--- config.mk ---
export PLATFORM = sky130hd
export DESIGN_NAME = double_ended_queue_top
export DESIGN_NICKNAME = d
export VERILOG_FILES = /design/src/hdl/deq_pkg.sv /design/src/hdl/double_ended_queue_top.sv /design/src/hdl/deq_ram.sv /design/src/hdl/deq_ctrl.sv /design/src/hdl/deq_dp.sv
export SDC_FILE = /design/constraint.sdc
export NUM_CORES = 1
export LEC_CHECK = 0
export ABC_AREA = 0
export BUFFER_PORTS_ARGS = -buffer_cell sky130_fd_sc_hd__clkbuf_2
export CAP_MARGIN = 25
export CORE_UTILIZATION = 50
export CTS_CLUSTER_DIAMETER = 30
export DETAILED_ROUTE_END_ITERATION = 16
export GPL_TIMING_DRIVEN = 0
export PLACE_DENSITY = 0.69
export REMOVE_ABC_BUFFERS = 1
export SYNTH_ARGS = -nofsm -noshare
export SYNTH_HDL_FRONTEND = slang
export SYNTH_HIERARCHICAL = 1
export SYNTH_SLANG_ARGS = --single-unit
--- constraint.sdc ---
create_clock -name i_clk -period 6.5 [get_ports i_clk]
set_clock_uncertainty 0.2 [all_clocks]
set_input_delay 1.3 -clock i_clk [delete_from_list [all_inputs] [get_ports i_clk]]
set_output_delay 1.3 -clock i_clk [all_outputs]
set_load 0.05 [all_outputs]
--- src/hdl/deq_pkg.sv ---
// ----------------------------------------------------------------------------
// deq_pkg
// Shared command codes, status codes and control/status bundles for the
// double-ended queue.
// ----------------------------------------------------------------------------
package deq_pkg;

    localparam int FUNC_W   = 3;
    localparam int STATUS_W = 2;

    typedef enum logic [FUNC_W-1:0] {
        CMD_PUSH_FRONT = 3'd0,
        CMD_PUSH_BACK  = 3'd1,
        CMD_POP_FRONT  = 3'd2,
        CMD_POP_BACK   = 3'd3,
        CMD_TRAVERSE   = 3'd4
    } t_func;

    typedef enum logic [STATUS_W-1:0] {
        ST_OK    = 2'd0,
        ST_EMPTY = 2'd1,
        ST_FULL  = 2'd2
    } t_status;

    // Commands from the controller to the datapath
    typedef struct packed {
        logic    push_front;
        logic    push_back;
        logic    pop_front;
        logic    pop_back;
        logic    trav_start;
        logic    trav_step;
        logic    rd_back;
        logic    rd_trav;
        logic    out_load;
        logic    out_from_ram;
        t_status out_status;
        logic    out_last;
    } t_ctrl;

    // Status from the datapath to the controller
    typedef struct packed {
        logic count_zero;
        logic count_full;
        logic trav_last;
    } t_dstat;

endpackage

--- src/hdl/double_ended_queue_top.sv ---
// ----------------------------------------------------------------------------
// double_ended_queue_top
// Bounded double-ended queue of signed values kept in a ring buffer.
// ----------------------------------------------------------------------------
// Usage:
//   Input channel (i_valid / o_ready) carries a command i_func and a value
//   i_push_value: push front, push back, pop front, pop back or traverse.
//   Output channel (o_valid / i_ready) returns o_item_value, o_status and
//   o_last_of_run; the final result of each command has o_last_of_run set.
//   Pushes and all error results (push on full, pop or traverse on empty)
//   appear in the cycle after acceptance. A pop result passes through the
//   single registered RAM read port, then the output register. A traverse
//   of N elements yields N results along that path, one per cycle while the
//   receiver takes them. Unused command codes are dropped.
//   One command is worked on at a time; the next is taken once the last
//   result of the current one is in the output register and that register
//   is empty or being taken, so a push can follow a push every cycle.
//   A stalled receiver holds the output register and pauses a traversal.
//   Reset empties the queue (head and count cleared) and drops any pending
//   result; slot contents are not cleared.
// ----------------------------------------------------------------------------
module double_ended_queue_top
    import deq_pkg::*;
#(
    parameter int DEPTH      = 16,
    parameter int VALUE_BITS = 32
) (
    input  logic                  i_clk,
    input  logic                  i_rst_n,
    input  logic                  i_valid,
    output logic                  o_ready,
    input  logic [FUNC_W-1:0]     i_func,
    input  logic [VALUE_BITS-1:0] i_push_value,
    output logic                  o_valid,
    input  logic                  i_ready,
    output logic [VALUE_BITS-1:0] o_item_value,
    output logic [STATUS_W-1:0]   o_status,
    output logic                  o_last_of_run
);

    t_ctrl  s_ctl;
    t_dstat s_stat;

    deq_ctrl u_ctrl (
        .i_clk       (i_clk),
        .i_rst_n     (i_rst_n),
        .i_in_valid  (i_valid),
        .i_func      (i_func),
        .i_out_ready (i_ready),
        .i_stat      (s_stat),
        .o_in_ready  (o_ready),
        .o_out_valid (o_valid),
        .o_ctl       (s_ctl)
    );

    deq_dp #(
        .DEPTH      (DEPTH),
        .VALUE_BITS (VALUE_BITS)
    ) u_dp (
        .i_clk         (i_clk),
        .i_rst_n       (i_rst_n),
        .i_ctl         (s_ctl),
        .i_push_value  (i_push_value),
        .o_stat        (s_stat),
        .o_item_value  (o_item_value),
        .o_status      (o_status),
        .o_last_of_run (o_last_of_run)
    );

`ifndef SYNTHESIS
    a_accept_room: assert property (@(posedge i_clk) disable iff (!i_rst_n)
        o_ready |-> (!o_valid || i_ready))
        else $error("input taken while output register is blocked");

    a_err_zero: assert property (@(posedge i_clk) disable iff (!i_rst_n)
        (o_valid && o_status != ST_OK) |-> (o_item_value == '0 && o_last_of_run))
        else $error("error result with data or without last mark");

    a_empty_resp: assert property (@(posedge i_clk) disable iff (!i_rst_n)
        (i_valid && o_ready && s_stat.count_zero &&
         (i_func == CMD_POP_FRONT || i_func == CMD_POP_BACK || i_func == CMD_TRAVERSE))
        |=> (o_valid && o_status == ST_EMPTY && o_last_of_run))
        else $error("empty queue read did not report empty");

    a_full_no_push: assert property (@(posedge i_clk) disable iff (!i_rst_n)
        s_stat.count_full |-> !(s_ctl.push_front || s_ctl.push_back))
        else $error("push issued on a full queue");
`endif

endmodule

--- src/hdl/deq_ram.sv ---
// ----------------------------------------------------------------------------
// deq_ram
// Generic single-write, single-read RAM with registered read data.
// ----------------------------------------------------------------------------
module deq_ram #(
    parameter int WIDTH = 32,
    parameter int DEPTH = 16
) (
    input  logic                     i_clk,
    input  logic                     i_we,
    input  logic [$clog2(DEPTH)-1:0] i_waddr,
    input  logic [WIDTH-1:0]         i_wdata,
    input  logic [$clog2(DEPTH)-1:0] i_raddr,
    output logic [WIDTH-1:0]         o_rdata
);

    logic [WIDTH-1:0] r_mem [DEPTH];
    logic [WIDTH-1:0] r_rdata;

    always_ff @(posedge i_clk) begin
        if (i_we) begin
            r_mem[i_waddr] <= i_wdata;
        end
        r_rdata <= r_mem[i_raddr];
    end

    assign o_rdata = r_rdata;

endmodule

--- src/hdl/deq_ctrl.sv ---
// ----------------------------------------------------------------------------
// deq_ctrl
// Command sequencer: decodes the input beat, steps pops and traversals and
// owns the output valid flag.
// ----------------------------------------------------------------------------
module deq_ctrl
    import deq_pkg::*;
(
    input  logic              i_clk,
    input  logic              i_rst_n,
    input  logic              i_in_valid,
    input  logic [FUNC_W-1:0] i_func,
    input  logic              i_out_ready,
    input  t_dstat            i_stat,
    output logic              o_in_ready,
    output logic              o_out_valid,
    output t_ctrl             o_ctl
);

    typedef enum logic [1:0] {
        S_IDLE,
        S_POP,
        S_TRAV
    } t_state;

    t_state r_state, n_state;
    logic   r_valid, n_valid;
    logic   out_free;
    t_ctrl  ctl;

    assign out_free   = !r_valid || i_out_ready;
    assign o_in_ready = (r_state == S_IDLE) && out_free;

    always_comb begin
        ctl            = '0;
        ctl.out_status = ST_OK;
        n_state        = r_state;
        unique case (r_state)
            S_IDLE: begin
                if (i_in_valid && o_in_ready) begin
                    unique case (i_func) inside
                        CMD_PUSH_FRONT, CMD_PUSH_BACK: begin
                            ctl.out_load = 1'b1;
                            ctl.out_last = 1'b1;
                            if (i_stat.count_full) begin
                                ctl.out_status = ST_FULL;
                            end else begin
                                ctl.push_front = (i_func == CMD_PUSH_FRONT);
                                ctl.push_back  = (i_func == CMD_PUSH_BACK);
                            end
                        end
                        CMD_POP_FRONT, CMD_POP_BACK: begin
                            if (i_stat.count_zero) begin
                                ctl.out_load   = 1'b1;
                                ctl.out_last   = 1'b1;
                                ctl.out_status = ST_EMPTY;
                            end else begin
                                ctl.pop_front = (i_func == CMD_POP_FRONT);
                                ctl.pop_back  = (i_func == CMD_POP_BACK);
                                ctl.rd_back   = (i_func == CMD_POP_BACK);
                                n_state       = S_POP;
                            end
                        end
                        CMD_TRAVERSE: begin
                            if (i_stat.count_zero) begin
                                ctl.out_load   = 1'b1;
                                ctl.out_last   = 1'b1;
                                ctl.out_status = ST_EMPTY;
                            end else begin
                                ctl.trav_start = 1'b1;
                                ctl.rd_trav    = 1'b1;
                                n_state        = S_TRAV;
                            end
                        end
                        default: ;  // unused codes: drop the beat
                    endcase
                end
            end
            S_POP: begin
                // read data from the accept edge is now available
                ctl.out_load     = 1'b1;
                ctl.out_from_ram = 1'b1;
                ctl.out_last     = 1'b1;
                n_state          = S_IDLE;
            end
            S_TRAV: begin
                // keep reading the current element while the output stalls
                ctl.rd_trav = 1'b1;
                if (out_free) begin
                    ctl.out_load     = 1'b1;
                    ctl.out_from_ram = 1'b1;
                    ctl.out_last     = i_stat.trav_last;
                    if (i_stat.trav_last) begin
                        n_state = S_IDLE;
                    end else begin
                        ctl.trav_step = 1'b1;
                    end
                end
            end
            default: n_state = S_IDLE;
        endcase

        if (ctl.out_load) begin
            n_valid = 1'b1;
        end else if (i_out_ready) begin
            n_valid = 1'b0;
        end else begin
            n_valid = r_valid;
        end
    end

    always_ff @(posedge i_clk) begin
        if (!i_rst_n) begin
            r_state <= S_IDLE;
            r_valid <= 1'b0;
        end else begin
            r_state <= n_state;
            r_valid <= n_valid;
        end
    end

    assign o_out_valid = r_valid;
    assign o_ctl       = ctl;

endmodule

--- src/hdl/deq_dp.sv ---
// ----------------------------------------------------------------------------
// deq_dp
// Ring-buffer datapath: head index, element count, traversal index, slot
// RAM and the output payload registers.
// ----------------------------------------------------------------------------
module deq_dp
    import deq_pkg::*;
#(
    parameter int DEPTH      = 16,
    parameter int VALUE_BITS = 32
) (
    input  logic                  i_clk,
    input  logic                  i_rst_n,
    input  t_ctrl                 i_ctl,
    input  logic [VALUE_BITS-1:0] i_push_value,
    output t_dstat                o_stat,
    output logic [VALUE_BITS-1:0] o_item_value,
    output logic [STATUS_W-1:0]   o_status,
    output logic                  o_last_of_run
);

    localparam int IDX_W = $clog2(DEPTH);
    localparam int CNT_W = $clog2(DEPTH + 1);
    localparam logic [IDX_W:0]   DEPTH_X   = (IDX_W + 1)'(DEPTH);
    localparam logic [IDX_W-1:0] LAST_SLOT = IDX_W'(DEPTH - 1);
    localparam logic [CNT_W-1:0] FULL_CNT  = CNT_W'(DEPTH);

    // (a + b) mod DEPTH for a, b below DEPTH
    function automatic logic [IDX_W-1:0] f_ring(
        input logic [IDX_W-1:0] a,
        input logic [IDX_W-1:0] b
    );
        logic [IDX_W:0] s;
        s = {1'b0, a} + {1'b0, b};
        if (s >= DEPTH_X) begin
            s = s - DEPTH_X;
        end
        return s[IDX_W-1:0];
    endfunction

    logic [IDX_W-1:0]      r_head, n_head;
    logic [CNT_W-1:0]      r_count, n_count;
    logic [IDX_W-1:0]      r_idx, n_idx;
    logic [IDX_W-1:0]      head_dec;
    logic [IDX_W-1:0]      waddr, raddr, rd_ofs;
    logic                  we;
    logic [VALUE_BITS-1:0] rdata;
    logic [VALUE_BITS-1:0] r_item;
    t_status               r_status;
    logic                  r_last;

    assign head_dec = (r_head == '0) ? LAST_SLOT : r_head - IDX_W'(1);

    always_comb begin
        n_head  = r_head;
        n_count = r_count;
        if (i_ctl.push_front) begin
            n_head  = head_dec;
            n_count = r_count + CNT_W'(1);
        end else if (i_ctl.push_back) begin
            n_count = r_count + CNT_W'(1);
        end else if (i_ctl.pop_front) begin
            n_head  = f_ring(r_head, IDX_W'(1));
            n_count = r_count - CNT_W'(1);
        end else if (i_ctl.pop_back) begin
            n_count = r_count - CNT_W'(1);
        end

        if (i_ctl.trav_start) begin
            n_idx = '0;
        end else if (i_ctl.trav_step) begin
            n_idx = r_idx + IDX_W'(1);
        end else begin
            n_idx = r_idx;
        end

        // read the slot the next cycle's output will need
        if (i_ctl.rd_trav) begin
            rd_ofs = n_idx;
        end else if (i_ctl.rd_back) begin
            rd_ofs = IDX_W'(r_count - CNT_W'(1));
        end else begin
            rd_ofs = '0;
        end
    end

    assign raddr = f_ring(r_head, rd_ofs);
    assign we    = i_ctl.push_front || i_ctl.push_back;
    assign waddr = i_ctl.push_front ? head_dec : f_ring(r_head, IDX_W'(r_count));

    deq_ram #(
        .WIDTH (VALUE_BITS),
        .DEPTH (DEPTH)
    ) u_ram (
        .i_clk   (i_clk),
        .i_we    (we),
        .i_waddr (waddr),
        .i_wdata (i_push_value),
        .i_raddr (raddr),
        .o_rdata (rdata)
    );

    always_ff @(posedge i_clk) begin
        if (!i_rst_n) begin
            r_head  <= '0;
            r_count <= '0;
            r_idx   <= '0;
        end else begin
            r_head  <= n_head;
            r_count <= n_count;
            r_idx   <= n_idx;
        end
    end

    always_ff @(posedge i_clk) begin
        if (i_ctl.out_load) begin
            r_item   <= i_ctl.out_from_ram ? rdata : '0;
            r_status <= i_ctl.out_status;
            r_last   <= i_ctl.out_last;
        end
    end

    assign o_stat.count_zero = (r_count == '0);
    assign o_stat.count_full = (r_count == FULL_CNT);
    assign o_stat.trav_last  = ((CNT_W'(r_idx) + CNT_W'(1)) == r_count);

    assign o_item_value  = r_item;
    assign o_status      = r_status;
    assign o_last_of_run = r_last;

endmodule

Word level (Yosys, flattened, before mapping)
Memory sizes are Yosys's and may differ from the RTL's. A register that Yosys moved wholly into a read port is not among the register bits. Cells that the tools add are included.

Add/subtract/negate cells: 11. $mul: 0. Div/mod/pow operators: 0. Order comparisons: 3. Eq/ne operators: 15. Shift operators: 0. Mux-type cells: 54. Bitwise operators: 0. Reductions and logical operators: 18.

Operators with widths (number): 2-to-1 mux 4 bit (12); 2-to-1 mux 5 bit (6); 2-to-1 mux 2 bit (12); subtractor 4 x 1 -> 4 bit (second input constant) (4); greater-or-equal comparator 5 bit (second input constant) (3); 2-to-1 mux 1 bit (15); adder 4 x 1 -> 5 bit (second input constant) (2); adder 4 x 4 -> 5 bit (2); inequality test 3 bit (second input constant) (3); case mux 2 bit (2 select lines) (2); == test 3 x 2 -> 1 bit (second input constant) (2); inequality test 2 x 1 -> 1 bit (second input constant) (3); case mux 1 bit (2 select lines) (3); case mux 1 bit (3 select lines) (2); case mux 3 bit (2 select lines) (1); AND reduction 6 bit (1); adder 5 x 1 -> 5 bit (second input constant) (1); == test 5 bit (1); == test 5 bit (second input constant) (1); zero test 5 bit (1); subtractor 5 x 1 -> 5 bit (second input constant) (1); adder 4 x 1 -> 4 bit (second input constant) (1); zero test 4 bit (1); AND reduction 2 bit (2); other kinds (15) (19).

Register bits: 51. Latch bits: 0. Bits in writable memories: 512. Memory bits (read-only): 0. Output and inout bits: 37. Logic and storage cells: 110. Memories kept: 1.

Memories: u_dp.u_ram.r_mem (words 16, width 32, rd ports 1, clocked after Yosys merged registers in 1, wr ports 1, line deq_ram.sv:17) `logic [WIDTH-1:0] r_mem [DEPTH];`.

Depth between registers and ports, before layout
Gate-level depths: netlist of the first run.

Depth after elaboration: 11. Mapped depth: 20. Gate-level depth less buffers: 18.

Hierarchy
Netlist of the first run, hierarchy kept.

Modules (own cells, without submodules): deq_ram (times used 1, cells an instance 838, area each 19835.3 µm², seq. area each 16015.4 µm²); deq_dp (times used 1, cells an instance 230, area each 2588.7 µm², seq. area each 1311.3 µm²); deq_ctrl (times used 1, cells an instance 50, area each 400.4 µm², seq. area each 60.1 µm²).

Worst setup path after synthesis of the first run
Ideal clock, no wire load.

Path kind: input port to flip-flop. From: input i_valid. To: memory u_dp.u_ram.r_mem[0][0] (enable). Setup time: 0.461 ns. Data arrival time: 5.784 ns. Data required time: 5.839 ns. Slack: 0.055 ns. Stages on the path: 8. Path buffers: 2. Path through: nand2_1 or3_2 nor4_1 buf_4 clkbuf_1 o21ai_0 or3b_2 nor3_1.

RTL lines: start: declaration (line double_ended_queue_top.sv:30) `input logic i_valid,`; end: declaration (line deq_ram.sv:17).

==> results of run 1 <==
path summary, 6_finish.rpt:
kind	start	endpoint	slack [ns]	cells after the start
worst max-delay path	i_valid	u_dp/u_ram/o_rdata[20]	1.18	15
worst min-delay path	u_dp/u_ram/o_rdata[8]	u_dp/o_item_value[8]	0.30	1
worst max register to register	u_dp/r_count[0]	u_dp/u_ram/o_rdata[20]	1.26	16
worst min register to register	u_dp/u_ram/o_rdata[8]	u_dp/o_item_value[8]	0.30	1
power by group:
group	total [mW]	internal, mW	switching [mW]
Clock	5.92	3.91	2.01
Sequential	4.38	4.33	0.0505
Combinational	0.897	0.342	0.555
synthesized netlist by cell type (all sizes together), types with 2 or more instances:
cell,count
nor2b,7
dfxtp,48
clkbuf,23
inv,15
mux4,128
a21o,4
buf,35
and2,39
ha,17
a32o,2
a21boi,2
o21ai,8
fa,2
nor2,25
nor3b,2
nor4,4
nand3,6
or3,3
xor2,6
o21bai,2
a31oi,4
mux2i,4
a22oi,64
and3,3
nand2,48
edfxtp,547
or3b,4
nand4,4
o31ai,2
nand2b,8
or2,2
nor3,7
o32ai,2
nand3b,3
a21oi,13
xnor2,13
o211a,2
critical path: stages:
cell      delay [ns]
clkbuf_2        0.08
nand2_1         0.12
or3_2           0.49
nor3b_1         0.32
and2_1          0.26
inv_1           0.12
o32ai_1         0.46
ha_4            0.20
inv_1           0.05
fa_1            0.52
inv_6           0.39
buf_16          0.41
mux4_2          0.39
a22oi_1         0.26
nand2_1         0.14
per-stage QoR:
stage	cell area, um2	setup slack, ns	util [%]	hold WS, ns
2_1_floorplan	22540	-2.135	-	0.2822
3_3_place_gp	23650	-4.795	53.03	0.2871
3_5_place_dp	24550	0.5549	55.04	0.2898
4_1_cts	28560	1.180	64.03	0.2973
5_1_grt	28560	0.9159	64.03	0.3208
6_report	28560	1.184	64.03	0.2976
metal layers:
layer	vias up	track usage, %
li1	4984	-
met1	6045	29.07
met2	442	35.51
met3	92	4.313
met4	4	7.778
met5	-	0
layout make-up:
class / count / area (um2) / area share [%]
well taps: 592 / 740.7 / 2.593
multi-input cells: 450 / 5265 / 18.43
clock buffers: 135 / 3094 / 10.83
repair buffers: 115 / 1097 / 3.842
inverters: 15 / 61.31 / 0.2147
flip-flops and latches: 595 / 17390 / 60.88
clock inverters: 83 / 915.9 / 3.207
cells by family after synthesis:
family,synth area share (%)
DFF,76.18
and+or+nand+nor,4.002
muxes,12.85
AOI/OAI and AO/OA,3.623
buffers and inverters,1.507
xor gates and xnor gates,0.7291
adders and majority gates,1.107
state kept, by name, indices dropped and copies added (netlist names):
register and count:
u_dp/u_ram/o_rdata 32, u_dp/r_count 5, u_dp/o_item_value 32, u_dp/o_last_of_run 1
u_ctrl/o_out_valid 1, u_dp/o_status 2, u_dp/u_ram/r_mem 512, u_ctrl/r_state 2
u_dp/r_idx 4, u_dp/r_head 4
==> results by group, run 1 <==
Detailed routing
  • 1st-iter DRT viols: 1063
  • Metal2 WL: 24.48 mm
  • Via count: 11570
  • WL/cell: 24.63 um
  • Drc violations: 0
  • Initial DRT Pass Iterations: 5
  • Wire length on met3: 3.239 mm
  • Wl on met1: 20.10 mm
  • Post-route ant nets: 0
  • Top layer in use: met5
  • Post-Route WL: 48.89 mm
  • Via density: 5.827

Floorplan
  • Core Box Area: 44610 um2
  • Die area: 46510 um2
  • Floorplan row count: 77
  • Die span in y: 215.7 um
  • Starting density of the core: 51.17%
  • Die W: 215.7 um
  • I/O pins: 76

Pwr
  • Static leakage: 9.593 nW
  • Tot Pwr: 11.20 mW
  • Peak supply drop: 0.2611 mV
  • Power Density: 392.2 nW/um2

Critical path
  • Kind of critical path: input pin to flop
  • CP Max Fanout: 82
  • Startpoint types: input pin
  • Crit path arrival time: 5.61 ns
  • Crit. End Element: flop
  • Req. time, crit path: 6.79 ns

Synth
  • Syn. warnings: 6
  • FFs w/ async S/R, synth: 0%
  • Synth area leader: edfxtp_1
  • Library cells used by synthesis: 58
  • Post-synthesis sequential area ratio: 76.18%
  • Main synth FF type: edfxtp_1
  • Mapped Area: 22820 um2
  • Register bit total from synthesis: 595
  • Post-synth top area share: 71.97%
  • Avg Cell Area, Syn: 20.42 um2
  • Cells after Synth: 1118
  • Top cells by area, synth: edfxtp_1, mux4_2, dfxtp_1, a22oi_1, and2_1
  • Post-synth EDFFs: 547

Final layout
  • Commonest non-fill, non-tap cell in the layout: edfxtp_1
  • Commonest non-fill, non-tap cells in the layout: edfxtp_1, mux4_2, clkbuf_16, clkbuf_2, a22oi_1
  • Share of cells above drive strength 1: 35.32%
  • P&R area growth vs syn: 25.13%
  • Layout Cells excl Fill: 1985
  • Ant. Diodes: 0
  • Nets: 1350
  • Fill count: 2880

STA
  • Setup tns final: 0 ns
  • Slew HR: 30.78%
  • Setup Viol. Count Final: 0
  • Peak Freq: 0.1881 GHz
  • RSZ-0062 raised after global routing: false
  • Tmin final: 5.316 ns
  • Slew of the pin with the lowest slew margin: 1.024 ns
  • Max-slew violations: 0
  • Hold Fails Final Rpt: 0
  • Tcrit/Tclk final: 81.78%

Worst hold path
  • Path category of the worst min-delay check: flop to flop

CTS
  • Postcts setup bufs: 0
  • Max Buffers Root-to-Sink: 3
  • Post-cts hold buffer count: 0
  • Worst-path clk slew: 0.05 ns
  • Cts repair resizes: 0
  • H-tree Lvls: 3
  • Worst-Skew Late Latency: 0.64 ns
  • Num CTS Buffers: 115
  • TritonCTS Sinks: 595
  • Clock root cell: clkbuf_16
  • CTS tree: built

Global route
  • First-pass GRT wire length: 74.11 mm
  • Largest net degree at the start of global routing: 83
  • Total track usage: 21.68%
  • Total gr overflow: 0
  • Antenna violations before repair: 2
  • Vias in the first global route: 11990

Placement
  • Gpl congestion: 0.7350
  • # port buffers: 75
  • Placed instance count: 1767
  • Post-DP HPWL: 27.40 mm

Status
  • Run status: finished, final reports clean

Run
  • Maxcap violations: 0
Note: power is estimated with default switching activity, not from simulation.
==> inputs of run 2 (changes only) <==
ABC_AREA = 1   (was 0)
PLACE_DENSITY = 0.66   (was 0.69)
clock period = 5.3 ns   (was 6.5 ns; I/O delays follow)
==> results by group, run 2 <==
Status
  • Run status: finished, final reports clean (unchanged)

CTS
  • Clock root cell: clkbuf_16 (unchanged)
  • Worst-Skew Late Latency: 0.65 ns (was 0.64 ns)
  • Num CTS Buffers: 113 (was 115)
  • Cts repair resizes: 0 (unchanged)
  • H-tree Lvls: 3 (unchanged)
  • Max Buffers Root-to-Sink: 3 (unchanged)
  • CTS tree: built (unchanged)
  • Postcts setup bufs: 0 (unchanged)
  • Post-cts hold buffer count: 0 (unchanged)
  • TritonCTS Sinks: 595 (unchanged)
  • Worst-path clk slew: 0.05 ns (about the same)

Detailed routing
  • Initial DRT Pass Iterations: 5 (unchanged)
  • Post-route ant nets: 0 (unchanged)
  • Via count: 17510 (was 11570)
  • Drc violations: 0 (unchanged)
  • 1st-iter DRT viols: 1477 (was 1063)
  • Via density: 5.190 (was 5.827)
  • Post-Route WL: 61.68 mm (was 48.89 mm)
  • WL/cell: 18.28 um (was 24.63 um)

Synth
  • Post-synth top area share: 63.65% (was 71.97%)
  • Synth top cells by count: nand2_1, edfxtp_1, inv_1, nand3_1, dfxtp_1 (was edfxtp_1, mux4_2, a22oi_1, dfxtp_1, nand2_1)
  • Cell with the most instances after synthesis: nand2_1 (was edfxtp_1)
  • Post-synthesis sequential area ratio: 67.37% (was 76.18%)
  • Mapped Area: 25810 um2 (was 22820 um2)
  • Main synth FF type: edfxtp_1 (unchanged)
  • Syn. warnings: 6 (unchanged)
  • Post-synth EDFFs: 547 (unchanged)
  • Post-synthesis mux area share: 0% (was 12.85%)
  • Post-Synth XOR/XNOR Area: 0.3394% (was 0.7291%)
  • Post-synthesis adder-cell area fraction: 0.9794% (was 1.107%)
  • Top cells by area, synth: edfxtp_1, nand2_1, nand3_1, inv_1, dfxtp_1 (was edfxtp_1, mux4_2, dfxtp_1, a22oi_1, and2_1)
  • Synth area leader: edfxtp_1 (unchanged)
  • Register bit total from synthesis: 595 (unchanged)
  • Synth Area in Compound Gates: 0.8242% (was 3.624%)
  • Cells after Synth: 2492 (was 1118)
  • Largest family of logic cells by synthesized area: simple AND/OR/NAND/NOR gates (was multiplexers)
  • Library cells used by synthesis: 44 (was 58)
  • Synth Area in Simple Gates: 20.74% (was 4.002%)
  • FFs w/ async S/R, synth: 0% (unchanged)
  • Avg Cell Area, Syn: 10.36 um2 (was 20.42 um2)

Floorplan
  • Starting density of the core: 51.02% (was 51.17%)
  • Core Box Area: 50580 um2 (was 44610 um2)
  • Floorplan row count: 82 (was 77)
  • Die span in y: 229.2 um (was 215.7 um)
  • Die area: 52520 um2 (was 46510 um2)
  • Die W: 229.2 um (was 215.7 um)
  • I/O pins: 76 (unchanged)

Placement
  • Post-DP HPWL: 33.13 mm (was 27.40 mm)
  • Gpl congestion: 0.8323 (was 0.7350)
  • # port buffers: 75 (unchanged)

Critical path
  • Kind of critical path: flop to flop (was input pin to flop)
  • Reg2Reg Depth: 20 (was 16)
  • Startpoint types: flop (was input pin)
  • Reg2reg setup slack: 0.33 ns (was 1.26 ns)
  • CP Max Fanout: 37 (was 82)
  • Critical path origin: u_dp/r_count[0] (was i_valid)
  • Crit path capture: u_dp/u_ram/o_rdata[10] (was u_dp/u_ram/o_rdata[20])
  • Crit. End Element: flop (unchanged)
  • Crit path arrival time: 5.28 ns (was 5.61 ns)
  • RR Endpoint: u_dp/u_ram/o_rdata[10] (was u_dp/u_ram/o_rdata[20])
  • Req. time, crit path: 5.61 ns (was 6.79 ns)
  • R2R Path Start: u_dp/r_count[0] (unchanged)

Final layout
  • Commonest non-fill, non-tap cells in the layout: nand2_1, edfxtp_1, inv_1, nand3_1, clkbuf_16 (was edfxtp_1, mux4_2, clkbuf_16, clkbuf_2, a22oi_1)
  • Share of cells above drive strength 1: 13.25% (was 35.32%)
  • Nets: 2664 (was 1350)
  • P&R area growth vs syn: 20.47% (was 25.13%)
  • Max FFs per register: 512 (unchanged)
  • Commonest non-fill, non-tap cell in the layout: nand2_1 (was edfxtp_1)
  • Top reg by flops: u_dp/u_ram/r_mem (unchanged)
  • Ant. Diodes: 0 (unchanged)

Pwr
  • Peak supply drop: 0.3024 mV (was 0.2611 mV)
  • Power Density: 511.7 nW/um2 (was 392.2 nW/um2)
  • Tot Pwr: 15.91 mW (was 11.20 mW)
  • Static leakage: 13.43 nW (was 9.593 nW)

STA
  • RSZ-0062 raised after global routing: false (unchanged)
  • Slew HR: 32.62% (was 30.78%)
  • Tcrit/Tclk final: 93.78%
  • Setup Viol. Count Final: 0 (unchanged)
  • Worst hold margin: 0.2854 ns (was 0.2976 ns)
  • Peak Freq: 0.2012 GHz
  • Tmin final: 4.970 ns
  • Slew of the pin with the lowest slew margin: 1.008 ns (was 1.024 ns)
  • Max-slew violations: 0 (unchanged)
  • Hold Fails Final Rpt: 0 (unchanged)

Global route
  • Total gr overflow: 0 (unchanged)
  • First-pass GRT wire length: 95.48 mm (was 74.11 mm)
  • Vias in the first global route: 17300 (was 11990)
  • Largest net degree at the start of global routing: 130 (was 83)
  • Total track usage: 23.78% (was 21.68%)
  • Antenna violations before repair: 1 (was 2)

Run
  • Maxcap violations: 0 (unchanged)

Worst hold path
  • Path category of the worst min-delay check: flop to flop (unchanged)
## run 2: cell count changes after synthesis, sizes merged, moves of 5 or more
cell / previous run / this run
nand2b: 8 / 0
nor2: 25 / 50
and2: 39 / 1
inv: 15 / 465
buf: 35 / 97
nand2: 48 / 771
o21ai: 8 / 16
clkbuf: 23 / 17
mux4: 128 / 0
nand3: 6 / 411
xnor2: 13 / 4
a22oi: 64 / 0
nor2b: 7 / 0
nor3: 7 / 2
## run 2: worst min-delay path by stage
stage | slack [ns] | end | cells past startpoint | start
4_1_cts | 0.29 | u_dp/o_item_value[8] | 2 | u_dp/u_ram/o_rdata[8]
3_5_place_dp | 0.28 | u_dp/o_item_value[8] | 2 | u_dp/u_ram/o_rdata[8]
2_1_floorplan | 0.26 | u_dp/o_item_value[8] | 2 | u_dp/u_ram/o_rdata[8]
5_1_grt | 0.31 | u_dp/o_item_value[14] | 2 | u_dp/u_ram/o_rdata[14]
6_report | 0.29 | u_dp/o_item_value[14] | 2 | u_dp/u_ram/o_rdata[14]
3_3_place_gp | 0.27 | u_dp/o_item_value[8] | 2 | u_dp/u_ram/o_rdata[8]
## run 2: routing by layer
metal	GRT usage [%]	up-vias	wire [um]
met5	0	-	13
met4	11.10	2	2201
met3	3.884	168	4214
met2	40.95	686	30700
met1	29.29	8349	24550
li1	-	8305	-
## run 2: final cells by class
| cell class | instances | area, um2 |
|---|---|---|
| timing repair buffer | 113 | 1222 |
| multi-input combinational | 1318 | 6072 |
| fill | 3785 | 19490 |
| clock inverter | 72 | 743.2 |
| tap | 672 | 840.8 |
| clock buffer | 139 | 3047 |
| inverter | 465 | 1775 |
| sequential | 595 | 17390 |
## run 2: critical path, cell delays in order, from the launching register on
cell and delay (ns):
dfxtp_1 0.51, inv_1 0.16, ha_1 0.22, nand2_1 0.09, nor2_1 0.07, or2_1 0.29, o21ai_0 0.44, inv_1 0.16
o22ai_1 0.25, ha_4 0.17, inv_1 0.05, fa_1 0.47, xnor2_4 0.23, buf_8 0.20, buf_8 0.17, buf_6 0.18
inv_4 0.38, buf_16 0.31, nand3_1 0.13, nand3_1 0.11, nand2_1 0.07
## run 2: cell families after synthesis
logic type,Yosys count
flops,595
xor+xnor,10
buf+inv,579
compound gates,39
simple gates,1250
fa+ha+maj,19
## run 2: metrics by stage
| stage | cell area [um2] | utilization [%] | std cells | worst slack [ns] | setup TNS (ns) |
|---|---|---|---|---|---|
| after detailed placement | 27290 | 53.95 | 3163 | -0.07199 | -0.7734 |
| final | 31090 | 61.46 | 3374 | 0.3296 | 0 |
| after global placement | 26260 | 51.92 | 3125 | -11.02 | -1386.79 |
| after CTS | 31080 | 61.44 | 3374 | 0.2779 | 0 |
| after floorplan | 25050 | - | 2378 | -4.233 | -135.12 |
| after global routing | 31090 | 61.46 | 3374 | 0.08319 | 0 |
## run 2: where the power goes
group	total, mW	switching (mW)	internal (mW)
Combinational	3.28	2.38	0.903
Sequential	5.70	0.147	5.55
Clock	6.93	2.37	4.56
